### src/rtl/modem_bus_master_register_block_unit_macros.svh
// Assertion helpers shared by the RTL.
`ifndef MODEM_BUS_MASTER_REGISTER_BLOCK_UNIT_MACROS_SVH
`define MODEM_BUS_MASTER_REGISTER_BLOCK_UNIT_MACROS_SVH

// Same-cycle implication.
`define MBMR_ASSERT_IMP(lbl, clk_s, rst_n_s, ante, cons) \
	lbl: assert property (@(posedge clk_s) disable iff (!rst_n_s) (ante) |-> (cons)) \
		else $error("mbmr assertion failed");

// Next-cycle implication.
`define MBMR_ASSERT_NEXT(lbl, clk_s, rst_n_s, ante, cons) \
	lbl: assert property (@(posedge clk_s) disable iff (!rst_n_s) (ante) |=> (cons)) \
		else $error("mbmr assertion failed");

`endif

### src/rtl/mbmr_pkg.sv
`timescale 1ns / 1ps

package mbmr_pkg;

	localparam int ChannelCount = 2;
	localparam int IndexBits    = 5;

	typedef logic [IndexBits-1:0] idx_t;

	localparam logic ModeRead  = 1'b0;
	localparam logic ModeWrite = 1'b1;

	localparam logic [1:0] SizeByte = 2'd0;
	localparam logic [1:0] SizeHalf = 2'd1;
	localparam logic [1:0] SizeWord = 2'd2;

	// channel register offsets
	localparam logic [3:0] OffBase = 4'h0;
	localparam logic [3:0] OffCiv  = 4'h4;
	localparam logic [3:0] OffLvi  = 4'h5;
	localparam logic [3:0] OffSts  = 4'h6;
	localparam logic [3:0] OffPicb = 4'h8;
	localparam logic [3:0] OffPiv  = 4'ha;
	localparam logic [3:0] OffCtl  = 4'hb;

	localparam logic [6:0] AddrGlobCtl = 7'h3c;
	localparam logic [6:0] AddrGlobSts = 7'h40;
	localparam logic [6:0] AddrSem     = 7'h44;

	localparam int StHalt = 0;
	localparam logic [4:0] StClrMask = 5'h1c;
	localparam logic [4:0] StReset   = 5'h01;
	localparam int CtRun = 0;
	localparam int CtRst = 1;
	localparam logic [4:0] CtIrqEn = 5'h1c;

	localparam int GcColdRst = 1;
	localparam int GcWarmRst = 2;
	localparam int GcLinkOff = 3;
	localparam logic [6:0] GcReset = 7'h02;

	localparam int GsReadyPri = 8;
	localparam int GsReadySec = 9;

	typedef struct packed {
		logic rst;
		logic wr_base;
		logic wr_lvi;
		logic wr_sts;
		logic wr_ctl;
	} chan_cmd_t;

	typedef struct packed {
		logic [31:0] base;
		idx_t        civ;
		idx_t        lvi;
		idx_t        piv;
		logic [4:0]  sts;
		logic [4:0]  ctl;
		logic        irq;
		logic        irq_next;
	} chan_view_t;

	function automatic logic chan_irq(input logic [4:0] sts, input logic [4:0] ctl);
		return (sts[4] & ctl[3]) | (sts[3] & ctl[4]) | (sts[2] & ctl[2]);
	endfunction

endpackage

### src/rtl/mbmr_chan.sv
`timescale 1ns / 1ps

module mbmr_chan (
	input  logic                   clk,
	input  logic                   arst_n,
	input  logic                   update,
	input  mbmr_pkg::chan_cmd_t    cmd,
	input  logic [31:0]            wdata,
	output mbmr_pkg::chan_view_t   view
);
	import mbmr_pkg::*;

	logic [31:0] base_q, base_n;
	idx_t        civ_q, civ_n;
	idx_t        lvi_q, lvi_n;
	idx_t        piv_q, piv_n;
	logic [4:0]  sts_q, sts_n;
	logic [4:0]  ctl_q, ctl_n;

	always_comb begin
		base_n = base_q;
		civ_n  = civ_q;
		lvi_n  = lvi_q;
		piv_n  = piv_q;
		sts_n  = sts_q;
		ctl_n  = ctl_q;
		if (cmd.rst) begin
			base_n = '0;
			civ_n  = '0;
			lvi_n  = '0;
			piv_n  = '0;
			sts_n  = StReset;
			ctl_n  = ctl_q & CtIrqEn;
		end else if (cmd.wr_base) begin
			base_n = {wdata[31:2], 2'b00};
		end else if (cmd.wr_lvi) begin
			lvi_n = wdata[IndexBits-1:0];
		end else if (cmd.wr_sts) begin
			sts_n = sts_q & ~(wdata[4:0] & StClrMask);
		end else if (cmd.wr_ctl) begin
			ctl_n = wdata[4:0];
			if (wdata[CtRun]) begin
				sts_n[StHalt] = 1'b0;
				civ_n = piv_q;
				piv_n = piv_q + idx_t'(1);
			end else begin
				sts_n[StHalt] = 1'b1;
			end
		end
	end

	always_ff @(posedge clk or negedge arst_n) begin
		if (!arst_n) begin
			base_q <= '0;
			civ_q  <= '0;
			lvi_q  <= '0;
			piv_q  <= '0;
			sts_q  <= StReset;
			ctl_q  <= '0;
		end else if (update) begin
			base_q <= base_n;
			civ_q  <= civ_n;
			lvi_q  <= lvi_n;
			piv_q  <= piv_n;
			sts_q  <= sts_n;
			ctl_q  <= ctl_n;
		end
	end

	always_comb begin
		view.base     = base_q;
		view.civ      = civ_q;
		view.lvi      = lvi_q;
		view.piv      = piv_q;
		view.sts      = sts_q;
		view.ctl      = ctl_q;
		view.irq      = chan_irq(sts_q, ctl_q);
		view.irq_next = chan_irq(sts_n, ctl_n);
	end

endmodule

### src/rtl/modem_bus_master_register_block_unit.sv
// Flow: an accepted request loads the input register; the result register is
// loaded from it when the output is free. Throughput: one access per cycle while
// the output does not stall; decode and register update sit between the input
// register and the result register. Reset: asynchronous, active low; control and
// state registers reset at once (channels halted, cold reset bit set), no clearing pass; data registers have no reset.
`timescale 1ns / 1ps

`include "modem_bus_master_register_block_unit_macros.svh"

module modem_bus_master_register_block_unit #(
	parameter int CHANNEL_COUNT = mbmr_pkg::ChannelCount
) (
	input  logic        clk,
	input  logic        arst_n,
	input  logic        cfg_we,
	input  logic        cfg_wdata,
	input  logic        in_valid,
	output logic        in_ready,
	input  logic        mode,
	input  logic [6:0]  address,
	input  logic [1:0]  access_size,
	input  logic [31:0] write_data,
	output logic        out_valid,
	input  logic        out_ready,
	output logic [31:0] read_data,
	output logic        irq_level
);
	import mbmr_pkg::*;

	logic        codec_slot_q;
	logic        valid_s1;
	logic        mode_s1;
	logic [6:0]  address_s1;
	logic [1:0]  size_s1;
	logic [31:0] wdata_s1;
	logic        out_valid_q;
	logic [31:0] read_data_q;
	logic        irq_level_q;
	logic [6:0]  gc_q, gc_n;
	logic        sem_q, sem_n;

	logic        advance;
	logic        is_wr, in_chan;
	logic [3:0]  off;
	logic        base_hit, lvi_hit, sts_hit, ctl_hit;
	logic        gc_wr, link_rst, sem_rd;
	logic [31:0] rd_raw, rd_mask;
	logic [CHANNEL_COUNT-1:0] irq_cur, irq_nxt;

	chan_cmd_t  cmd   [CHANNEL_COUNT];
	chan_view_t views [CHANNEL_COUNT];
	chan_view_t v;

	assign advance  = valid_s1 && (!out_valid_q || out_ready);
	assign in_ready = !valid_s1 || advance;

	always_ff @(posedge clk or negedge arst_n) begin
		if (!arst_n) begin
			codec_slot_q <= 1'b0;
		end else if (cfg_we) begin
			codec_slot_q <= cfg_wdata;
		end
	end

	always_ff @(posedge clk or negedge arst_n) begin
		if (!arst_n) begin
			valid_s1 <= 1'b0;
		end else if (in_ready) begin
			valid_s1 <= in_valid;
		end
	end

	always_ff @(posedge clk) begin
		if (in_valid && in_ready) begin
			mode_s1    <= mode;
			address_s1 <= address;
			size_s1    <= access_size;
			wdata_s1   <= write_data;
		end
	end

	// decode
	assign is_wr    = (mode_s1 == ModeWrite);
	assign in_chan  = !address_s1[6] && !address_s1[5];
	assign off      = address_s1[3:0];
	assign base_hit = in_chan && off == OffBase && size_s1 == SizeWord;
	assign lvi_hit  = in_chan && off == OffLvi && size_s1 == SizeByte;
	assign sts_hit  = in_chan && off == OffSts && (size_s1 == SizeByte || size_s1 == SizeHalf);
	assign ctl_hit  = in_chan && off == OffCtl && size_s1 == SizeByte;
	assign gc_wr    = is_wr && address_s1 == AddrGlobCtl && size_s1 == SizeWord;
	assign link_rst = gc_wr && (wdata_s1[GcColdRst] || wdata_s1[GcWarmRst]);
	assign sem_rd   = advance && !is_wr && address_s1 == AddrSem && size_s1 == SizeByte;

	for (genvar g = 0; g < CHANNEL_COUNT; g++) begin : g_chan
		logic sel;
		assign sel = is_wr && (address_s1[4] == 1'(g));
		always_comb begin
			cmd[g].rst     = link_rst || (sel && ctl_hit && wdata_s1[CtRst]);
			cmd[g].wr_base = sel && base_hit;
			cmd[g].wr_lvi  = sel && lvi_hit;
			cmd[g].wr_sts  = sel && sts_hit;
			cmd[g].wr_ctl  = sel && ctl_hit && !wdata_s1[CtRst];
		end
		mbmr_chan u_chan (
			.clk    (clk),
			.arst_n (arst_n),
			.update (advance),
			.cmd    (cmd[g]),
			.wdata  (wdata_s1),
			.view   (views[g])
		);
		assign irq_cur[g] = views[g].irq;
		assign irq_nxt[g] = views[g].irq_next;
	end

	// global control: warm reset self-clears
	always_comb begin
		gc_n = gc_q;
		if (gc_wr) begin
			gc_n = {wdata_s1[6:3], 1'b0, wdata_s1[1:0]};
		end
		sem_n = sem_q;
		if (link_rst) begin
			sem_n = 1'b0;
		end else if (sem_rd) begin
			sem_n = 1'b1;
		end
	end

	always_ff @(posedge clk or negedge arst_n) begin
		if (!arst_n) begin
			gc_q  <= GcReset;
			sem_q <= 1'b0;
		end else if (advance) begin
			gc_q  <= gc_n;
			sem_q <= sem_n;
		end
	end

	// read mux
	assign v = views[address_s1[4]];

	always_comb begin
		rd_raw = '1;
		if (in_chan) begin
			unique case (off)
				OffBase: if (size_s1 == SizeWord) rd_raw = v.base;
				OffCiv: begin
					if (size_s1 == SizeByte) begin
						rd_raw = 32'(v.civ);
					end else if (size_s1 == SizeWord) begin
						rd_raw = (32'(v.sts) << 16) | (32'(v.lvi) << 8) | 32'(v.civ);
					end
				end
				OffLvi:  if (size_s1 == SizeByte) rd_raw = 32'(v.lvi);
				OffSts:  if (size_s1 == SizeByte || size_s1 == SizeHalf) rd_raw = 32'(v.sts);
				OffPicb: if (size_s1 == SizeHalf) rd_raw = '0;
				OffPiv:  if (size_s1 == SizeByte) rd_raw = 32'(v.piv);
				OffCtl:  if (size_s1 == SizeByte) rd_raw = 32'(v.ctl);
				default: rd_raw = '1;
			endcase
		end else if (address_s1 == AddrGlobCtl && size_s1 == SizeWord) begin
			rd_raw = 32'(gc_q);
		end else if (address_s1 == AddrGlobSts && size_s1 == SizeWord) begin
			rd_raw = 32'({irq_cur, 1'b0});
			if (!gc_q[GcLinkOff]) begin
				rd_raw[GsReadyPri] = !codec_slot_q;
				rd_raw[GsReadySec] = codec_slot_q;
			end
		end else if (address_s1 == AddrSem && size_s1 == SizeByte) begin
			rd_raw = 32'(sem_q);
		end
	end

	always_comb begin
		unique case (size_s1)
			SizeByte: rd_mask = 32'h0000_00ff;
			SizeHalf: rd_mask = 32'h0000_ffff;
			default:  rd_mask = 32'hffff_ffff;
		endcase
	end

	always_ff @(posedge clk or negedge arst_n) begin
		if (!arst_n) begin
			out_valid_q <= 1'b0;
		end else if (advance) begin
			out_valid_q <= 1'b1;
		end else if (out_ready) begin
			out_valid_q <= 1'b0;
		end
	end

	always_ff @(posedge clk) begin
		if (advance) begin
			read_data_q <= is_wr ? '0 : (rd_raw & rd_mask);
			irq_level_q <= |irq_nxt;
		end
	end

	assign out_valid = out_valid_q;
	assign read_data = read_data_q;
	assign irq_level = irq_level_q;

	`MBMR_ASSERT_NEXT(a_wr_reads_zero, clk, arst_n, advance && is_wr, out_valid_q && read_data_q == '0)
	`MBMR_ASSERT_IMP(a_irq_tracks_state, clk, arst_n, out_valid_q, irq_level_q == |irq_cur)
	`MBMR_ASSERT_NEXT(a_sem_taken, clk, arst_n, sem_rd, sem_q)
	`MBMR_ASSERT_NEXT(a_link_rst_halts, clk, arst_n, advance && link_rst, views[0].sts[StHalt] && !gc_q[GcWarmRst] && !sem_q)

endmodule

### config.mk
export PLATFORM = sky130hd
export DESIGN_NAME = modem_bus_master_register_block_unit
export DESIGN_NICKNAME = d
export VERILOG_FILES = /design/src/rtl/mbmr_pkg.sv /design/src/rtl/mbmr_chan.sv /design/src/rtl/modem_bus_master_register_block_unit.sv
export VERILOG_INCLUDE_DIRS = /design/src /design/src/rtl
export SDC_FILE = /design/constraint.sdc
export NUM_CORES = 1
export LEC_CHECK = 0
export BUFFER_PORTS_ARGS = -buffer_cell sky130_fd_sc_hd__buf_2
export CAP_MARGIN = 25
export CORE_UTILIZATION = 55
export DETAILED_ROUTE_END_ITERATION = 10
export PLACE_DENSITY = 0.8
export SETUP_SLACK_MARGIN = 0.5
export SYNTH_ARGS = -nofsm -noshare
export SYNTH_HDL_FRONTEND = slang
export SYNTH_SLANG_ARGS = --single-unit
### constraint.sdc
create_clock -name clk -period 5.9 [get_ports clk]
set_input_delay 1.475 -clock clk [delete_from_list [all_inputs] [get_ports clk]]
set_output_delay 1.475 -clock clk [all_outputs]
set_load 0.01 [all_outputs]
Yosys cells after proc, flatten, opt, wreduce, memory -nomap -nowiden. Index checks and enable logic that the tools add are counted.

Bits of input ports: 48. Output and inout bits: 35. Flip-flop bits (word level): 199.

Magnitude comparators: 1. Eq/ne operators: 17. Reduce and logical (&&, ||, !) cells: 78. Mux-type cells: 79. Bitwise operators: 28. $add $sub $neg: 2.

Operators with widths (count): $mux W32 (16); $mux W5 (46); $pmux W32 S7 (1); $mux W59 (3); $pmux W32 S2 (1); $logic_and A1 B1 Y1 (34); $and A32 B32 Y32 (1); $reduce_bool A2 Y1 (12); $or A21 B13 Y21 (1); $or A21 B5 Y21 (1); $reduce_and A4 Y1 (4); $eq A7 B7 Y1 const B (2); $and A1 B1 Y1 (12); $eq A4 B3 Y1 const B (3); $eq A4 B4 Y1 const B (3); $ne A2 B1 Y1 const B (6); $reduce_and A6 Y1 (2); $add A5 B1 Y5 const B (2); $and A5 B5 Y5 (2); $reduce_and A5 Y1 (2); $mux W1 (9); $mux W4 (2); $or A1 B1 Y1 (8); $reduce_and A2 Y1 (4); other kinds (15) (28).

Depth between registers and ports, before layout.
Word-level depth: 24. Mapped depth: 9.

Modules after synthesis. Synthesis repeated with hierarchy kept, for this count alone.

Cells, all modules: 780. Area total of the unflattened synthesis: 9267.6 um2.

Modules (own cells, without submodules): mbmr_chan (area an instance 2319.7 um2, cells each 196, instances 2); modem_bus_master_register_block_unit (area an instance 4628.2 um2, cells each 388, instances 1).

Worst setup path after synthesis. No wires, ideal clock.

Kind: input -> register. From: input out_ready. To: register g_chan[0].u_chan.piv_q[4]. Arrival time: 3235 ps. Required time: 5823 ps. Buffers on the path: 2. Slack: 2587 ps. Library setup time: 77 ps. Stages: 8. Cells stage by stage: nand2b_1 nand2_1 inv_1 buf_2 o21ai_2 buf_6 or4_1 a21oi_1.

Longest elaborated chain between the ends: 3.

Ends and longest elaborated chain: start: declaration (line modem_bus_master_register_block_unit.sv:24) `input logic out_ready,`; $logic_or A1 B1 Y1 (line modem_bus_master_register_block_unit.sv:54) `assign advance = valid_s1 && (!out_valid_q || out_ready);`; $logic_and A1 B1 Y1 (line modem_bus_master_register_block_unit.sv:54); via advance (line modem_bus_master_register_block_unit.sv:42) `logic advance;`; $reduce_and A6 Y1 (no source line); end signal: assignment (line mbmr_chan.sv:64) `piv_q <= piv_n;`; end: declaration (line mbmr_chan.sv:16) `idx_t piv_q, piv_n;`.

The timed path passes the listed nets, and every way through them passes these cells. A chain may end at the register's enable or synchronous reset.

Worst setup path after layout.
From: register address_s1[4]. To: register g_chan[1].u_chan.piv_q[2].

Longest elaborated chain between the ends: 7. Elaborated cells between the ends (all ways): 19. Those cells by class: eq/ne: 4; mux: 1; reduce/logical: 14.

Ends and longest elaborated chain: start: declaration (line modem_bus_master_register_block_unit.sv:33) `logic [6:0] address_s1;`; start signal: assignment (line modem_bus_master_register_block_unit.sv:76) `address_s1 <= address;`; $eq A7 B6 Y1 (line modem_bus_master_register_block_unit.sv:90) `assign gc_wr = is_wr && address_s1 == AddrGlobCtl && size_s1 == SizeWord;`; $logic_and A1 B1 Y1 (2 in a row) (line modem_bus_master_register_block_unit.sv:90); $logic_and A1 B1 Y1 (line modem_bus_master_register_block_unit.sv:91) `assign link_rst = gc_wr && (wdata_s1[GcColdRst] || wdata_s1[GcWarmRst]);`; $logic_or A1 B1 Y1 (line modem_bus_master_register_block_unit.sv:98) `cmd[g].rst = link_rst || (sel && ctl_hit && wdata_s1[CtRst]);`; $ne A2 B1 Y1 (no source line) or $reduce_bool A2 Y1 (tied branches); $reduce_and A6 Y1 (no source line); end signal: assignment (line mbmr_chan.sv:64); end: declaration (line mbmr_chan.sv:16).

Several ways; a longest one is shown, not always the timed one.

==> metrics.md <==
| Metric | Value |
|---|---|
| Max stage delay on crit path | 0.75 ns |
| # DRC | 0 |
| Skew-Pair Late Insertion Delay | 0.45 ns |
| Unrepaired setup endpoints after global routing | no |
| Post-synth top flop | dfrtp_1 |
| # resized after CTS | 0 |
| Worst Tran Pin Value | 0.975 ns |
| R2r worst-path depth | 6 |
| Yosys Warn Count | 0 |
| H-tree Lvls | 4 |
| Synth Register Bits | 193 |
| Hold Path Origin | g_chan[1].u_chan.sts_q[0]$_DFFE_PN1P_ |
| Buf+Inv Stages, Crit Path | 1 |
| Synth top cells by count | nand2_1, a21oi_1, dfrtp_1 |
| Gpl congestion | 0.922 |
| Initial antenna violation count | 0 |
| Detailed Place HPWL | 14500 µm |
| Lkg Pwr | 4.37 nW |
| WHS Path Cells | 2 |
| CP cell instances | buf_4, and2_0, o2111ai_1, and2_1, nor2_4, nor2_1 |
| Post-layout min period | 3.57 ns |
| CTS tree | built |
| Beginning of the critical path | address_s1[4]$_DFFE_PP_ |
| Number of vias per cell | 6.26 |
| Count leader, synth | nand2_1 |
| Setup TNS | 0 ns |
| Longest Clk Path Bufs | 2 |
| Pins over their slew limit | 0 |
| Iter 0 DRT Violations | 776 |
| Clock Pin Slew Worst Setup and Hold Paths | 0.07 ns |
| Hold_buf cts | 0 |
| Max frequency | 280 MHz |
| ANT cells | 0 |
| Detailed Routing Iterations Pass 1 | 6 |
| First-pass GRT wire length | 35600 µm |
| Dominant cell type by area after synthesis | dfrtp_1 |
| Pin count of the biggest net entering global routing | 73 |
| CP arrival | 3.86 ns |
| Die W | 131 µm |
| Crit-path slowest cell | buf_4 |
| Cell Area, Synth | 0.00915 mm² |
| Final WL | 22700 µm |
| Slew HR | 0.350 |
| WP data required | 6.19 ns |
| Buffers added on ports | 82 |
| Sequential area share after synthesis | 0.569 |
| Ys async rst share | 0.611 |
| FF-to-FF End | g_chan[1].u_chan.piv_q[2]$_DFFE_PN0P_ |
| Routed vias | 7058 |
| Post-synth top area share | 0.315 |
| Final nets | 948 |
| Mapped Avg Cell Area | 10.7 µm² |
| Top-level I/O count | 83 |
| Worst Clk Skew | 0.0163 ns |
| Proportion of layout cells with a drive suffix above 1 | 0.199 |
| DRT antenna net count | 0 |
| Max-Cap Viols | 0 |
| CTS Sinks | 193 |
| Area Overhead vs Synth | 12.7% |
| Final setup violation count | 0 |
| Leading post-synthesis cells by cell area | dfrtp_1, edfxtp_1, a21oi_1 |
| Wire per inst | 20.1 µm |
| Row count | 46 |
| Clock buffer count from CTS | 17 |
| Post-CTS Setup Repair Bufs | 0 |
| Hold crit path type | reg -> reg |
| Worst Hold Endpoint | g_chan[1].u_chan.sts_q[0]$_DFFE_PN1P_ |
| Clock Root Buffer | clkbuf_16 |
| Outcome | complete, no violations |
| Max VDD drop | 0.200 mV |
| Total chip power | 2.85 mW |
| Syn Inst Count | 852 |
| R2R Setup Slk | 2.33 ns |
| Chip height | 131 µm |
| Distinct cell type count after synthesis | 68 |
| Final Cycle Share | 0.605 |
| Max FO, Critical Path | 60 |
| Critical path capture point type | flip-flop |
| Syn_nets | 902 |
| Vias in the first global route | 6674 |
| R2r startpoint | address_s1[4]$_DFFE_PP_ |
| Worst path top cell family by delay | simple AND/OR/NAND/NOR gates |
| GR Overflow Total | 0 |
| Final Hold Fails | 0 |
| Number of enable flip-flop cells after synthesis | 75 |
| Gr usage total | 0.283 |
| Pwr dens | 277 mW/mm² |
| WS Path Type | reg -> reg |
| Die area | 0.0172 mm² |
| Core footprint | 0.0161 mm² |
| Initial core utilization | 0.570 |
| CP Launch Type | flip-flop |
## final cells by class
class | instances | area (µm²)
timing repair buffer | 95 | 583
multi-input combinational | 569 | 3590
clock inverter | 14 | 146
tap | 216 | 270
inverter | 22 | 82.6
fill | 1222 | 5750
clock buffer | 18 | 429
sequential | 193 | 5210
## cell families after synthesis
group	count (synthesis)	synth area share
compound gates	233	0.157
xor+xnor	3	0.00287
fa+ha+maj	2	0.00274
buf+inv	90	0.0410
flops	193	0.569
mux	73	0.0849
simple gates	258	0.142
## flip-flops by register name (all words and copies together) (netlist names)
register / cells
address_s1: 7
codec_slot_q: 1
g_chan.u_chan.base_q: 60
g_chan.u_chan.civ_q: 10
g_chan.u_chan.ctl_q: 10
g_chan.u_chan.lvi_q: 10
g_chan.u_chan.piv_q: 10
g_chan.u_chan.sts_q: 8
gc_q: 6
irq_level: 1
is_wr: 1
out_valid: 1
read_data: 32
sem_q: 1
size_s1: 2
valid_s1: 1
wdata_s1: 32
## per-layer routing
layer  up-vias  GRT usage  wire length [µm]
li1       3200          -                 -
met1      3472      0.391              9750
met2       320      0.423             10300
met3        66     0.0607              1720
met4         0      0.142               895
met5         -          0                 0
## worst register-to-register path: stages, from the launching register on
cell,delay (ns)
edfxtp_1,0.33
buf_4,0.75
and2_0,0.47
o2111ai_1,0.52
and2_1,0.51
nor2_4,0.70
nor2_1,0.14
## per-stage QoR
step / util / setup WS [ns] / cell area, µm² / std cells / hold WS [ns]
after floorplan: - / 2.59 / 9150 / 852 / 0.441
after global placement: 0.600 / 2.16 / 9630 / 1091 / 0.449
after detailed placement: 0.600 / 2.12 / 9630 / 1091 / 0.459
after CTS: 0.636 / 2.43 / 10200 / 1123 / 0.467
after global routing: 0.642 / 2.25 / 10300 / 1127 / 0.493
final: 0.642 / 2.33 / 10300 / 1127 / 0.459
## placed cells by master, fill, tap and decap left out, types with 11 or more instances in the layout
cell / instances
nand4_1: 11
dfrtp_1: 115
edfxtp_1: 75
buf_2: 81
mux2_2: 31
a22o_1: 18
o21ai_0: 19
nand3_1: 13
inv_1: 22
clkbuf_16: 17
nand2_1: 134
a21oi_1: 125
mux2i_1: 36
nor2_1: 20
o21ai_1: 15
## where the power goes
group,switching (mW),internal (mW)
clock,0.540,0.597
sequential,0.0463,1.46
combinational,0.136,0.0764
## worst max-delay path by stage
stage	end	slack [ns]	depth (start not counted)
5_1_grt	g_chan[1].u_chan.piv_q[4]$_DFFE_PN0P_	2.25	6
3_5_place_dp	g_chan[1].u_chan.base_q[27]$_DFFE_PN0P_	2.12	6
3_3_place_gp	g_chan[1].u_chan.piv_q[3]$_DFFE_PN0P_	2.16	8
4_1_cts	g_chan[0].u_chan.piv_q[4]$_DFFE_PN0P_	2.43	6
6_report	g_chan[1].u_chan.piv_q[2]$_DFFE_PN0P_	2.33	6
2_1_floorplan	g_chan[0].u_chan.piv_q[4]$_DFFE_PN0P_	2.59	8
Note: power is estimated with default switching activity, not from simulation.
